--- config.mk ---
export PLATFORM = sky130hd
export DESIGN_NAME = per_node_tx_slot_table_core
export DESIGN_NICKNAME = d
export VERILOG_FILES = /design/src/rtl/ptst_pkg.sv /design/src/rtl/per_node_tx_slot_table_core.sv
export VERILOG_INCLUDE_DIRS = /design/src /design/src/rtl
export SDC_FILE = /design/constraint.sdc
export NUM_CORES = 1
export LEC_CHECK = 0
export BUFFER_PORTS_ARGS = -buffer_cell sky130_fd_sc_hd__buf_2
export CAP_MARGIN = 20
export CORE_UTILIZATION = 25
export DETAILED_ROUTE_END_ITERATION = 10
export RECOVER_POWER = 25
export SKIP_LAST_GASP = 1
export SLEW_MARGIN = 15
export SYNTH_ARGS = -nofsm -noshare
export SYNTH_HDL_FRONTEND = slang
export SYNTH_SLANG_ARGS = --single-unit
export TNS_END_PERCENT = 20
--- constraint.sdc ---
create_clock -name i_clk -period 4.1 [get_ports i_clk]
set_input_delay 0.615 -clock i_clk [delete_from_list [all_inputs] [get_ports i_clk]]
set_output_delay 0.615 -clock i_clk [all_outputs]
set_load 0.05 [all_outputs]
--- src/rtl/per_node_tx_slot_table_core_assert.svh ---
// Assertion macros for the per-node transmit slot table.
`ifndef PER_NODE_TX_SLOT_TABLE_CORE_ASSERT_SVH
`define PER_NODE_TX_SLOT_TABLE_CORE_ASSERT_SVH
`ifndef SYNTHESIS
`define PTST_ASSERT(lbl, cond) \
    lbl: assert property (@(posedge i_clk) disable iff (!i_rst_n) (cond)) \
        else $error("%m: check failed");
`define PTST_ASSERT_IMP(lbl, ante, cons) \
    lbl: assert property (@(posedge i_clk) disable iff (!i_rst_n) (ante) |-> (cons)) \
        else $error("%m: check failed");
`else
`define PTST_ASSERT(lbl, cond)
`define PTST_ASSERT_IMP(lbl, ante, cons)
`endif
`endif

--- src/rtl/ptst_pkg.sv ---
// Shared constants for the per-node transmit slot table.
package ptst_pkg;

    localparam int DEF_NODE_ENTRIES   = 16;
    localparam int DEF_SLOTS_PER_NODE = 4;

    localparam int ADDR_W = 16;
    localparam int OP_W   = 3;
    localparam int ST_W   = 3;
    localparam int THR_W  = 5;
    localparam int IN_TDATA_W  = 40;
    localparam int OUT_TDATA_W = 40;
    localparam int OUT_ENT_W   = 4;
    localparam int OUT_SLOT_W  = 2;
    localparam int OUT_USED_W  = 7;

    localparam logic [THR_W-1:0] THR_RESET = 5'd10;

    localparam logic [ADDR_W-1:0] ADDR_RSVD_LO = 16'h0000;
    localparam logic [ADDR_W-1:0] ADDR_RSVD_HI = 16'hFFFF;

    localparam logic [OP_W-1:0] OP_WR_UNI = 3'd0;
    localparam logic [OP_W-1:0] OP_WR_GRP = 3'd1;
    localparam logic [OP_W-1:0] OP_FREE   = 3'd2;
    localparam logic [OP_W-1:0] OP_MODIFY = 3'd3;
    localparam logic [OP_W-1:0] OP_DRAIN  = 3'd4;

    localparam logic [ST_W-1:0] ST_OK        = 3'd0;
    localparam logic [ST_W-1:0] ST_NO_ENTRY  = 3'd1;
    localparam logic [ST_W-1:0] ST_FULL      = 3'd2;
    localparam logic [ST_W-1:0] ST_RESERVED  = 3'd3;
    localparam logic [ST_W-1:0] ST_NOT_FOUND = 3'd4;
    localparam logic [ST_W-1:0] ST_EMPTY     = 3'd5;

endpackage

--- src/rtl/per_node_tx_slot_table_core.sv ---
// Per-node transmit slot table: address match array, slot map memory and sequencer.
// Write, free, modify: accept, lookup, then map memory read-modify-write with the result
// registered at that edge; a request rejected at lookup gets its result from the lookup.
// Drain: accept and lookup, then per entry visited a read state and an emit state that
// emits the entry's slots one per cycle; a stalled output holds the sequencer.
// Reset (synchronous, active low) clears valid bits, counters, the sequencer and the
// output valid flag; the map memory is not swept, invalid entries' contents go unused.
module per_node_tx_slot_table_core
    import ptst_pkg::*;
#(
    parameter int NODE_ENTRIES   = DEF_NODE_ENTRIES,
    parameter int SLOTS_PER_NODE = DEF_SLOTS_PER_NODE
) (
    input  logic                   i_clk,
    input  logic                   i_rst_n,
    input  logic                   i_s_tvalid,
    output logic                   o_s_tready,
    // operation[2:0], node_addr[18:3], new_addr[34:19], zero fill
    input  logic [IN_TDATA_W-1:0]  i_s_tdata,
    output logic                   o_m_tvalid,
    input  logic                   i_m_tready,
    // status[2:0], entry_index[6:3], slot_index[8:7], out_node_addr[24:9],
    // slots_in_use[31:25], group_ready[32], zero fill
    output logic [OUT_TDATA_W-1:0] o_m_tdata,
    output logic                   o_m_tlast,
    input  logic                   i_cfg_valid,
    output logic                   o_cfg_ready,
    input  logic [THR_W-1:0]       i_cfg_data
);

    localparam int ENT_W  = $clog2(NODE_ENTRIES);
    localparam int SLOT_W = (SLOTS_PER_NODE > 1) ? $clog2(SLOTS_PER_NODE) : 1;
    localparam int FREE_W = $clog2(NODE_ENTRIES + 1);
    localparam int USED_W = $clog2(NODE_ENTRIES * SLOTS_PER_NODE + 1);
    localparam int PC_W   = $clog2(SLOTS_PER_NODE + 1);
    localparam int CMP_W  = (FREE_W > THR_W) ? FREE_W : THR_W;
    localparam int MEM_W  = ADDR_W + SLOTS_PER_NODE;

    typedef enum logic [4:0] {
        S_IDLE  = 5'b00001,
        S_LOOK  = 5'b00010,
        S_RD    = 5'b00100,
        S_DRD   = 5'b01000,
        S_DEMIT = 5'b10000
    } t_state;

    function automatic logic [ENT_W-1:0] first_ent(input logic [NODE_ENTRIES-1:0] v);
        logic [ENT_W-1:0] idx;
        idx = '0;
        for (int i = NODE_ENTRIES - 1; i >= 0; i--) begin
            if (v[i]) idx = ENT_W'(i);
        end
        return idx;
    endfunction

    function automatic logic [SLOT_W-1:0] first_slot(input logic [SLOTS_PER_NODE-1:0] v);
        logic [SLOT_W-1:0] idx;
        idx = '0;
        for (int i = SLOTS_PER_NODE - 1; i >= 0; i--) begin
            if (v[i]) idx = SLOT_W'(i);
        end
        return idx;
    endfunction

    function automatic logic [PC_W-1:0] pop_slots(input logic [SLOTS_PER_NODE-1:0] v);
        logic [PC_W-1:0] cnt;
        cnt = '0;
        for (int i = 0; i < SLOTS_PER_NODE; i++) begin
            cnt = cnt + PC_W'(v[i]);
        end
        return cnt;
    endfunction

    function automatic logic is_rsvd(input logic [ADDR_W-1:0] a);
        return (a == ADDR_RSVD_LO) || (a == ADDR_RSVD_HI);
    endfunction

    t_state                     r_state, n_state;
    logic [NODE_ENTRIES-1:0]    r_valid, n_valid;
    logic [FREE_W-1:0]          r_free, n_free;
    logic [USED_W-1:0]          r_used, n_used;
    logic [ENT_W-1:0]           r_e, n_e;
    logic                       r_fresh, n_fresh;
    logic                       r_first, n_first;
    logic [SLOTS_PER_NODE-1:0]  r_map, n_map;
    logic [THR_W-1:0]           r_thr;

    logic [OP_W-1:0]            r_op;
    logic [ADDR_W-1:0]          r_addr;
    logic [ADDR_W-1:0]          r_new;
    logic [NODE_ENTRIES-1:0]    r_hit;

    logic [ADDR_W-1:0]          r_cam [NODE_ENTRIES];
    logic [MEM_W-1:0]           r_mem [NODE_ENTRIES];
    logic [MEM_W-1:0]           r_q;

    logic                       r_ovalid;
    logic [OUT_TDATA_W-1:0]     r_odata;
    logic                       r_olast;

    logic                       s_accept;
    logic                       out_free;
    logic                       commit;
    logic                       cam_we;
    logic [ENT_W-1:0]           cam_idx;
    logic [ADDR_W-1:0]          cam_data;
    logic                       mem_we;
    logic [ENT_W-1:0]           mem_wa;
    logic [MEM_W-1:0]           mem_wd;
    logic                       rd_en;
    logic [ENT_W-1:0]           rd_a;

    logic                       res_v;
    logic [ST_W-1:0]            res_st;
    logic [ENT_W-1:0]           res_e;
    logic [SLOT_W-1:0]          res_s;
    logic [ADDR_W-1:0]          res_addr;
    logic                       res_last;
    logic [FREE_W-1:0]          res_free;
    logic                       res_gr;

    logic [ADDR_W-1:0]          in_addr;
    logic [ADDR_W-1:0]          q_addr;
    logic [SLOTS_PER_NODE-1:0]  q_map;
    logic [SLOTS_PER_NODE-1:0]  cur_map;
    logic [SLOTS_PER_NODE-1:0]  slot_bit;
    logic [SLOTS_PER_NODE-1:0]  open_slots;
    logic                       hit_any;
    logic [ENT_W-1:0]           hit_idx;
    logic                       free_any;
    logic [ENT_W-1:0]           free_idx;
    logic [PC_W-1:0]            pc;

    logic [ENT_W+OUT_ENT_W-1:0]   ent_ext;
    logic [SLOT_W+OUT_SLOT_W-1:0] slot_ext;
    logic [USED_W+OUT_USED_W-1:0] used_ext;

    assign o_s_tready  = (r_state == S_IDLE);
    assign s_accept    = i_s_tvalid && o_s_tready;
    assign o_cfg_ready = 1'b1;
    assign in_addr     = i_s_tdata[18:3];

    assign q_addr   = r_q[MEM_W-1:SLOTS_PER_NODE];
    assign q_map    = r_q[SLOTS_PER_NODE-1:0];
    assign hit_any  = |r_hit;
    assign hit_idx  = first_ent(r_hit);
    assign free_any = |(~r_valid);
    assign free_idx = first_ent(~r_valid);
    assign out_free = !r_ovalid || i_m_tready;
    assign commit   = !res_v || out_free;

    always_comb begin
        n_state  = r_state;
        n_valid  = r_valid;
        n_free   = r_free;
        n_used   = r_used;
        n_e      = r_e;
        n_fresh  = r_fresh;
        n_first  = r_first;
        n_map    = r_map;
        cam_we   = 1'b0;
        cam_idx  = r_e;
        cam_data = r_addr;
        mem_we   = 1'b0;
        mem_wa   = r_e;
        mem_wd   = '0;
        rd_en    = 1'b0;
        rd_a     = r_e;
        res_v    = 1'b0;
        res_st   = ST_OK;
        res_e    = '0;
        res_s    = '0;
        res_addr = '0;
        res_last = 1'b1;
        cur_map  = r_first ? q_map : r_map;
        open_slots = r_fresh ? {SLOTS_PER_NODE{1'b1}} : ~q_map;
        slot_bit = '0;
        pc       = pop_slots(q_map);

        case (r_state)
            S_IDLE: begin
                if (i_s_tvalid) n_state = S_LOOK;
            end
            S_LOOK: begin
                case (r_op)
                    OP_WR_UNI, OP_WR_GRP: begin
                        if (hit_any) begin
                            rd_en   = 1'b1;
                            rd_a    = hit_idx;
                            n_e     = hit_idx;
                            n_fresh = 1'b0;
                            n_state = S_RD;
                        end else if (free_any) begin
                            // claimed entry starts with an empty map, no read needed
                            n_valid[free_idx] = 1'b1;
                            n_free   = FREE_W'(r_free - 1'b1);
                            cam_we   = 1'b1;
                            cam_idx  = free_idx;
                            n_e      = free_idx;
                            n_fresh  = 1'b1;
                            n_state  = S_RD;
                        end else begin
                            res_v   = 1'b1;
                            res_st  = ST_NO_ENTRY;
                            n_state = S_IDLE;
                        end
                    end
                    OP_FREE: begin
                        if (is_rsvd(r_addr)) begin
                            res_v   = 1'b1;
                            res_st  = ST_RESERVED;
                            n_state = S_IDLE;
                        end else if (!hit_any) begin
                            res_v   = 1'b1;
                            res_st  = ST_NOT_FOUND;
                            n_state = S_IDLE;
                        end else begin
                            rd_en   = 1'b1;
                            rd_a    = hit_idx;
                            n_e     = hit_idx;
                            n_fresh = 1'b0;
                            n_state = S_RD;
                        end
                    end
                    OP_MODIFY: begin
                        if (is_rsvd(r_addr) || is_rsvd(r_new)) begin
                            res_v   = 1'b1;
                            res_st  = ST_RESERVED;
                            n_state = S_IDLE;
                        end else if (!hit_any) begin
                            res_v   = 1'b1;
                            res_st  = ST_NOT_FOUND;
                            n_state = S_IDLE;
                        end else begin
                            rd_en   = 1'b1;
                            rd_a    = hit_idx;
                            n_e     = hit_idx;
                            n_fresh = 1'b0;
                            n_state = S_RD;
                        end
                    end
                    OP_DRAIN: begin
                        if (r_used == '0) begin
                            res_v   = 1'b1;
                            res_st  = ST_EMPTY;
                            n_state = S_IDLE;
                        end else begin
                            n_e     = '0;
                            n_state = S_DRD;
                        end
                    end
                    default: begin
                        n_state = S_IDLE;
                    end
                endcase
            end
            S_RD: begin
                n_state = S_IDLE;
                res_v   = 1'b1;
                case (r_op)
                    OP_WR_UNI, OP_WR_GRP: begin
                        if (|open_slots) begin
                            res_s    = first_slot(open_slots);
                            slot_bit[res_s] = 1'b1;
                            mem_we   = 1'b1;
                            mem_wd   = {r_addr, (r_fresh ? '0 : q_map) | slot_bit};
                            n_used   = USED_W'(r_used + 1'b1);
                            res_e    = r_e;
                        end else if (r_op == OP_WR_UNI && free_any) begin
                            // node full: open a second entry with the same address
                            n_valid[free_idx] = 1'b1;
                            n_free   = FREE_W'(r_free - 1'b1);
                            cam_we   = 1'b1;
                            cam_idx  = free_idx;
                            slot_bit[0] = 1'b1;
                            mem_we   = 1'b1;
                            mem_wa   = free_idx;
                            mem_wd   = {r_addr, slot_bit};
                            n_used   = USED_W'(r_used + 1'b1);
                            res_e    = free_idx;
                        end else if (r_op == OP_WR_UNI) begin
                            res_st   = ST_NO_ENTRY;
                        end else begin
                            res_st   = ST_FULL;
                            res_e    = r_e;
                        end
                    end
                    OP_FREE: begin
                        n_valid[r_e] = 1'b0;
                        n_free = FREE_W'(r_free + 1'b1);
                        n_used = (r_used >= USED_W'(pc)) ? USED_W'(r_used - USED_W'(pc)) : '0;
                        res_e  = r_e;
                    end
                    OP_MODIFY: begin
                        cam_we   = 1'b1;
                        cam_data = r_new;
                        mem_we   = 1'b1;
                        mem_wd   = {r_new, q_map};
                        res_e    = r_e;
                    end
                    default: begin
                        res_v = 1'b0;
                    end
                endcase
            end
            S_DRD: begin
                rd_en   = 1'b1;
                n_first = 1'b1;
                n_state = S_DEMIT;
            end
            S_DEMIT: begin
                if (!r_valid[r_e] || cur_map == '0) begin
                    if (r_valid[r_e]) begin
                        n_valid[r_e] = 1'b0;
                        n_free = FREE_W'(r_free + 1'b1);
                    end
                    n_e     = ENT_W'(r_e + 1'b1);
                    n_state = S_DRD;
                end else begin
                    res_v    = 1'b1;
                    res_e    = r_e;
                    res_s    = first_slot(cur_map);
                    res_addr = q_addr;
                    slot_bit[res_s] = 1'b1;
                    n_map    = cur_map & ~slot_bit;
                    n_first  = 1'b0;
                    n_used   = USED_W'(r_used - 1'b1);
                    res_last = (r_used == USED_W'(1));
                    if (res_last) begin
                        // every remaining entry is released with the final slot
                        n_valid = '0;
                        n_free  = FREE_W'(NODE_ENTRIES);
                        n_state = S_IDLE;
                    end else if (n_map == '0) begin
                        n_valid[r_e] = 1'b0;
                        n_free  = FREE_W'(r_free + 1'b1);
                        n_e     = ENT_W'(r_e + 1'b1);
                        n_state = S_DRD;
                    end
                end
            end
            default: begin
                n_state = S_IDLE;
            end
        endcase

        // drain results report free entries before the entry is released
        res_free = (r_state == S_DEMIT) ? r_free : n_free;
        res_gr   = (CMP_W'(res_free) >= CMP_W'(r_thr));
        ent_ext  = {{OUT_ENT_W{1'b0}}, res_e};
        slot_ext = {{OUT_SLOT_W{1'b0}}, res_s};
        used_ext = {{OUT_USED_W{1'b0}}, n_used};
    end

    always_ff @(posedge i_clk) begin
        if (!i_rst_n) begin
            r_state  <= S_IDLE;
            r_valid  <= '0;
            r_free   <= FREE_W'(NODE_ENTRIES);
            r_used   <= '0;
            r_e      <= '0;
            r_fresh  <= 1'b0;
            r_first  <= 1'b0;
            r_map    <= '0;
            r_thr    <= THR_RESET;
            r_ovalid <= 1'b0;
        end else begin
            if (i_cfg_valid) r_thr <= i_cfg_data;
            if (commit) begin
                r_state <= n_state;
                r_valid <= n_valid;
                r_free  <= n_free;
                r_used  <= n_used;
                r_e     <= n_e;
                r_fresh <= n_fresh;
                r_first <= n_first;
                r_map   <= n_map;
            end
            if (res_v && out_free) begin
                r_ovalid <= 1'b1;
            end else if (i_m_tready) begin
                r_ovalid <= 1'b0;
            end
        end
    end

    always_ff @(posedge i_clk) begin
        if (s_accept) begin
            r_op   <= i_s_tdata[2:0];
            r_addr <= in_addr;
            r_new  <= i_s_tdata[34:19];
            for (int i = 0; i < NODE_ENTRIES; i++) begin
                r_hit[i] <= r_valid[i] && (r_cam[i] == in_addr);
            end
        end
        if (res_v && out_free) begin
            r_odata <= {7'b0, res_gr, used_ext[OUT_USED_W-1:0], res_addr,
                        slot_ext[OUT_SLOT_W-1:0], ent_ext[OUT_ENT_W-1:0], res_st};
            r_olast <= res_last;
        end
    end

    // address match array
    always_ff @(posedge i_clk) begin
        if (cam_we && commit) r_cam[cam_idx] <= cam_data;
    end

    // slot map memory: {address, slot map} per entry, registered read
    always_ff @(posedge i_clk) begin
        if (mem_we && commit) r_mem[mem_wa] <= mem_wd;
        if (rd_en) r_q <= r_mem[rd_a];
    end

    assign o_m_tvalid = r_ovalid;
    assign o_m_tdata  = r_odata;
    assign o_m_tlast  = r_olast;

`include "per_node_tx_slot_table_core_assert.svh"

    `PTST_ASSERT(a_free_count, r_free == FREE_W'($countones(~r_valid)))
    `PTST_ASSERT(a_used_bound, r_used <= USED_W'(NODE_ENTRIES * SLOTS_PER_NODE))
    `PTST_ASSERT_IMP(a_drain_has_slots, (r_state == S_DRD) || (r_state == S_DEMIT), r_used != '0)

endmodule
### After elaboration in Yosys (flattened, before gate mapping)

Memory sizes are Yosys's and may differ from the RTL's. A register that Yosys moved wholly into a read port is not among the register bits.
Cells that the tools add are included.

| cells by class | value |
|---|---|
| add/subtract/negate cells | 9 |
| order comparisons | 10 |
| equal/unequal tests | 45 |
| mux-type cells | 186 |
| bitwise gates (word level) | 10 |
| reductions and logical operators | 58 |

Operators by type and width:

| cell | count |
|---|---|
| 16-bit equality test | 16 |
| 4-bit two-way mux | 56 |
| 16-bit two-way mux | 11 |
| 5-bit two-way mux | 14 |
| 20-bit two-way mux | 3 |
| 16-bit case mux with 3 select lines | 1 |
| 2-bit two-way mux | 20 |
| 20-bit case mux with 2 select lines | 1 |
| 5-bit case mux with 4 select lines | 2 |
| 1-bit two-way mux | 37 |
| 16-bit equality test (second input constant) | 2 |
| 16-bit logical NOT | 2 |
| 16-bit NOT | 2 |
| 16-bit case mux with 2 select lines | 1 |
| 4-bit case mux with 2 select lines | 4 |
| 16-bit OR reduction | 2 |
| 7-bit two-way mux | 4 |
| 7-bit case mux with 2 select lines | 2 |
| 3-bit two-way mux | 9 |
| 1-bit logical AND | 25 |
| 3-bit != test (second input constant) | 7 |
| 16-bit bitwise AND | 1 |
| 16-bit OR | 1 |
| 4-bit case mux with 4 select lines | 1 |
| other kinds (56) | 94 |

| word-level totals | value |
|---|---|
| flip-flop bits (word level) | 134 |
| RAM bits | 576 |
| input port bits | 50 |
| output and inout port bits | 44 |
| logic and storage cells | 337 |
| memories | 2 |

Memory list:

| memory | words | width | read ports | clocked after memory_dff | wr ports | RTL line | source |
|---|---|---|---|---|---|---|---|
| r_mem | 16 | 20 | 1 | 1 | 1 | per_node_tx_slot_table_core.sv:94 | `logic [MEM_W-1:0] r_mem [NODE_ENTRIES];` |
| r_cam | 16 | 16 | 16 | 0 | 1 | per_node_tx_slot_table_core.sv:93 | `logic [ADDR_W-1:0] r_cam [NODE_ENTRIES];` |

### Depth between registers and ports, before layout

| logic depth | value |
|---|---|
| depth after elaboration | 26 |
| mapped depth | 15 |
| gate-level depth less buffers | 14 |

### Least setup slack after synthesis

Ideal clock, no wire load.

| timing path | value |
|---|---|
| path type | register to register |
| start | reg r_hit[1] |
| end | reg r_odata[0] (netlist: o_m_tdata[0]) (enable) |
| library setup time | 444 ps |
| arrival time | 3711 ps |
| required time | 3656 ps |
| slack | -56 ps |
| cell stages (with the launch flop) | 7 |
| buffers on the path | 0 |
| period minus slack after synthesis | 4156 ps |
| cell sequence | edfxtp_1 nor4_4 nand4_2 or3_1 a21oi_1 o21bai_1 a32oi_1 |

| between the ends | value |
|---|---|
| longest elaborated chain between the ends | 6 |
| elaborated cells between the ends (all ways) | 8 |
| classes of those cells | 6 x mux; 2 x reduce/logical |

RTL lines:

| what | RTL line | source |
|---|---|---|
| start, declared | per_node_tx_slot_table_core.sv:91 | `logic [NODE_ENTRIES-1:0] r_hit;` |
| start signal, assigned by index | per_node_tx_slot_table_core.sv:393 | `r_hit[i] <= r_valid[i] && (r_cam[i] == in_addr);` |
| 16-bit OR reduction (*) | per_node_tx_slot_table_core.sv:145 | `assign hit_any = \|r_hit;` |
| 1-bit two-way mux | per_node_tx_slot_table_core.sv:213, per_node_tx_slot_table_core.sv:230 |  |
| 1-bit two-way mux, on equally long branches | per_node_tx_slot_table_core.sv:226, per_node_tx_slot_table_core.sv:209 |  |
| 1-bit case mux with 4 select lines (*) | per_node_tx_slot_table_core.sv:185 | `case (r_op)` |
| 1-bit case mux with 3 select lines (*) | per_node_tx_slot_table_core.sv:180 | `case (r_state)` |
| 1-bit logical AND (*) | per_node_tx_slot_table_core.sv:396 | `if (res_v && out_free) begin` |
| end signal, assigned | per_node_tx_slot_table_core.sv:397 | `r_odata <= {7'b0, res_gr, used_ext[OUT_USED_W-1:0], res_addr,` |
| end, declared | per_node_tx_slot_table_core.sv:98 | `logic [OUT_TDATA_W-1:0] r_odata;` |

Every way passes the cells marked *; elsewhere a longest branch is shown, timed or not.
A chain may end at the register's enable or synchronous reset.

### Worst setup path in the final report

| timing path | value |
|---|---|
| start | reg r_state[2] |
| end | reg r_new[10] (enable) |

| between the ends | value |
|---|---|
| longest elaborated chain between the ends | 2 |

RTL lines:

| what | RTL line | source |
|---|---|---|
| start, declared | per_node_tx_slot_table_core.sv:78 | `t_state r_state, n_state;` |
| start signal, assigned | per_node_tx_slot_table_core.sv:370 | `r_state <= n_state;` |
| 5-bit by 1-bit equality test with 1-bit output | per_node_tx_slot_table_core.sv:138 | `assign o_s_tready = (r_state == S_IDLE);` |
| 1-bit logical AND | per_node_tx_slot_table_core.sv:139 | `assign s_accept = i_s_tvalid && o_s_tready;` |
| net s_accept | per_node_tx_slot_table_core.sv:101 | `logic s_accept;` |
| end signal, assigned | per_node_tx_slot_table_core.sv:391 | `r_new <= i_s_tdata[34:19];` |
| end, declared | per_node_tx_slot_table_core.sv:90 | `logic [ADDR_W-1:0] r_new;` |

The timed path passes the listed nets, and every way through them passes these cells.

==> impl_results.rst <==
.. list-table::
   :header-rows: 1

   * - Metric
     - Value
   * - Max-capacitance violation count
     - 8
   * - Met1 demand-to-capacity share in global routing
     - 18.94%
   * - Full die area
     - 138000 µm²
   * - Worst slack, placed
     - 0.1661 ns
   * - Detail-routed net length per standard cell
     - 20.91 µm
   * - Highest fanout seen on the critical path
     - 41
   * - Slack of the worst reg-to-reg path
     - 0.18 ns
   * - Share of the cycle needed by the critical path after routing
     - 95.70%
   * - Clock Sink Count
     - 730
   * - Initial Utilization
     - 25.19%
   * - Vias in the first global route
     - 22310
   * - Max Transition Viols Final
     - 164
   * - Final hold viol count
     - 0
   * - Cell area power density
     - 397.8 nW/µm²
   * - Worst IR Drop VDD
     - 0.3686 mV
   * - Synth Flop Type
     - sky130_fd_sc_hd__edfxtp_1
   * - Largest net degree at the start of global routing
     - 81
   * - Area after detailed placement
     - 37520 µm²
   * - Clock slew seen by the registers of the worst setup and hold paths
     - 0.06 ns
   * - Final-layout worst hold slack
     - 0.1516 ns
   * - Top cells by area in the synthesized netlist
     - sky130_fd_sc_hd__edfxtp_1 60%, sky130_fd_sc_hd__xnor2_1 4.1%, sky130_fd_sc_hd__mux2i_1 3.2%
   * - Combined global-route utilization of all metal layers
     - 14.01%
   * - Area of the core
     - 135500 µm²
   * - Final cell area excluding filler cells
     - 39950 µm²
   * - Number of cells on the worst reg-to-reg path
     - 5
   * - Cells after synthesis
     - 2729
   * - Worst setup SP type
     - register
   * - Average cell area after synthesis
     - 12.51 µm²
   * - Number of flops mapped to enable cells by yosys
     - 681
   * - Flops & latches, synth
     - 730
   * - Via count
     - 23220
   * - Die extent in x
     - 371.5 µm
   * - Post-route clock skew
     - 0.06522 ns
   * - H-tree depth
     - 3
   * - Proportion of synthesized chip area in sequential cells
     - 62.80%
   * - Fraction of final layout cells sized beyond drive strength 1
     - 12.70%
   * - Pleak
     - 12.67 nW
   * - Worst relative slew slack
     - -98.04%
   * - Cell area after technology mapping
     - 34130 µm²
   * - Synth-to-Final Area Change
     - 17.07%
   * - Total chip power
     - 15.89 mW
   * - Post-detailed-route count of antenna-violating nets
     - 0
   * - Clock insertion delay at the later pin of the skew report
     - 0.68 ns
   * - Wire length of the first global-routing pass
     - 145200 µm
   * - Proportion of synthesized flip-flops having asynchronous set or reset
     - 0%
   * - Row cnt
     - 135
   * - Arrival time at the worst endpoint
     - 4.27 ns
   * - Slew @ Worst Pin
     - 2.971 ns
   * - Number of detailed-routing iterations run before antenna repair
     - 5
   * - Hold path endpoint
     - r_new[14]
   * - Number of cells on the worst hold path
     - 1
   * - Type of the worst setup path
     - register to register
   * - Remaining design rule violation count
     - 0
   * - Worst Hold Class
     - input port to register
   * - Most Used Layer, Global Route
     - met2
   * - Start point of the worst hold path
     - i_s_tdata[33]
   * - Endpoint of the worst-slack reg-to-reg timing path
     - r_new[10]
   * - Period minus WS final
     - 3.924 ns
   * - R2r startpoint
     - r_state[2]
   * - Number of warnings printed during yosys synthesis
     - 0
   * - First DRT Iteration DRCs
     - 2230
   * - Overall overflow remaining after global route
     - 0
   * - RSZ-0062 raised after global routing
     - yes
   * - Worst EP required
     - 4.44 ns
   * - Met3 Track Usage GR
     - 2.091%
   * - Final Wtd Congestion
     - 0.8709
   * - Layout net count
     - 2939
   * - Cell chosen for the clock root
     - sky130_fd_sc_hd__clkbuf_16
   * - Vias per cell
     - 4.929
   * - Met2 global-route usage
     - 23.06%
   * - Most common cell in the synthesized netlist
     - sky130_fd_sc_hd__edfxtp_1
   * - Routed wire length
     - 98520 µm
   * - Number of antenna violations at the first check in global routing
     - 2
   * - Number of buffers created by CTS
     - 77
   * - Violated checks
     - max-capacitance violations, max-slew violations
   * - HPWL after detailed placement
     - 62270 µm
   * - Clock tree from TritonCTS
     - yes
   * - Result of the run
     - finished with violations
   * - Upper clock frequency limit
     - 0.2549 GHz
   * - Synth top cells by count
     - 681 x sky130_fd_sc_hd__edfxtp_1, 221 x sky130_fd_sc_hd__nand2_1, 160 x sky130_fd_sc_hd__xnor2_1
   * - Area fraction of the dominant cell type after synthesis
     - 59.92%
   * - Port-buffer cells
     - 80
   * - Capturing element type of the critical path
     - register
   * - Boundary pin count
     - 94
   * - Biggest area consumer among synthesized cells
     - sky130_fd_sc_hd__edfxtp_1
   * - Worst-case clock buffer depth
     - 3
   * - Y dimension of the die
     - 371.5 µm
   * - Count of unique library cells instantiated by Yosys
     - 88
   * - Finish-stage setup viols
     - 0
   * - Worst setup slack after layout
     - 0.1764 ns
[state kept, by name (all words and copies together) (netlist names), 3 cells and up]
register and cells:
o_m_tdata 33, r_addr 16, r_cam 256, r_e 4
r_free 5, r_hit 16, r_map 4, r_mem 320
r_new 16, r_op 3, r_q 20, r_state 5
r_thr 5, r_used 7, r_valid 16
[layer usage]
layer | up-vias | wire length, µm
met5 | - | 0
met4 | 0 | 2593
met3 | 159 | 6264
met2 | 828 | 46380
met1 | 11660 | 43290
li1 | 10570 | -
[worst max path at each step]
stage	from	endpoint	slack, ns	cells after the start
detailed placement	r_hit[8]	r_cam[1][3]	0.17	9
global route	r_e[0]	r_mem[1][10]	-0.03	9
global placement	r_e[0]	r_cam[10][14]	0.20	7
finish	r_state[2]	r_new[10]	0.18	5
CTS	r_q[0]	r_mem[12][8]	0.15	10
floorplan	r_hit[1]	r_cam[12][0]	0.19	7
[repair_timing]
action,CTS,global route
buffers inserted,0,1
hold buffers,0,0
setup endpoints to repair,0,421
resized for setup,0,2
[per-stage QoR]
| step | cells | setup TNS [ns] | utilization, % |
|---|---|---|---|
| after floorplan | 2735 | 0 | - |
| after detailed placement | 4568 | 0 | 27.70 |
| after global routing | 4709 | -0.4112 | 29.49 |
| after global placement | 4566 | 0 | 27.69 |
| after CTS | 4707 | 0 | 29.56 |
| final | 4711 | 0 | 29.49 |
[final cells by class]
type	count	area (µm²)
Timing Repair Buffer	240	1677
Clock buffer	98	2026
Antenna cell	2	5.005
Fill cell	13700	95510
Clock inverter	41	495.5
Sequential cell	730	21430
Inverter	69	259.0
Tap cell	1781	2228
Multi-Input combinational cell	1750	11830
[critical path, stage by stage, from the launching register on]
cell                      delay (ns)
sky130_fd_sc_hd__dfxtp_1        0.31
sky130_fd_sc_hd__buf_4          0.18
sky130_fd_sc_hd__nor2_1         0.16
sky130_fd_sc_hd__and3_1         0.23
sky130_fd_sc_hd__and2_0         2.14
sky130_fd_sc_hd__buf_4          0.49
[placed cells by master (no fill, tap or decap), types with 13 or more instances in the layout]
cell type	Yosys	routed
sky130_fd_sc_hd__mux2_2	38	24
sky130_fd_sc_hd__inv_1	67	67
sky130_fd_sc_hd__or3_1	27	27
sky130_fd_sc_hd__nor3_2	1	17
sky130_fd_sc_hd__a21oi_1	78	77
sky130_fd_sc_hd__a31oi_1	18	18
sky130_fd_sc_hd__xor2_1	103	103
sky130_fd_sc_hd__edfxtp_1	681	681
sky130_fd_sc_hd__nand3_1	142	142
sky130_fd_sc_hd__and3_1	15	15
sky130_fd_sc_hd__nor3_1	98	81
sky130_fd_sc_hd__nor4_1	47	47
sky130_fd_sc_hd__nand2b_1	13	13
sky130_fd_sc_hd__nor2_2	0	17
sky130_fd_sc_hd__o211ai_1	53	53
sky130_fd_sc_hd__o21ai_0	125	124
sky130_fd_sc_hd__nand2_1	221	221
sky130_fd_sc_hd__nor2b_1	14	14
sky130_fd_sc_hd__mux2i_1	109	109
sky130_fd_sc_hd__mux2_1	0	14
sky130_fd_sc_hd__a211oi_1	88	88
sky130_fd_sc_hd__clkinv_1	2	19
sky130_fd_sc_hd__dfxtp_1	49	49
sky130_fd_sc_hd__clkbuf_16	0	77
sky130_fd_sc_hd__buf_12	0	16
sky130_fd_sc_hd__clkbuf_1	143	99
sky130_fd_sc_hd__and2_1	24	23
sky130_fd_sc_hd__ha_1	19	19
sky130_fd_sc_hd__nor2_1	104	87
sky130_fd_sc_hd__buf_4	16	134
sky130_fd_sc_hd__xnor2_1	160	160
sky130_fd_sc_hd__nand4_1	80	80
[where the power goes]
group / switching, mW / internal, mW
sequential: 0.0524 / 8.16
clock: 2.98 / 3.99
combinational: 0.511 / 0.206
[cells by family after synthesis]
group                      synth area share (%)
muxes                                     4.825
buffers and inverters                     3.219
adders and majority gates                0.8139
and+or+nand+nor                           12.41
xor gates and xnor gates                  6.750
other                                   0.02201
AOI/OAI and AO/OA                         9.166
DFF                                       62.80
(Power assumes the default switching activity.)
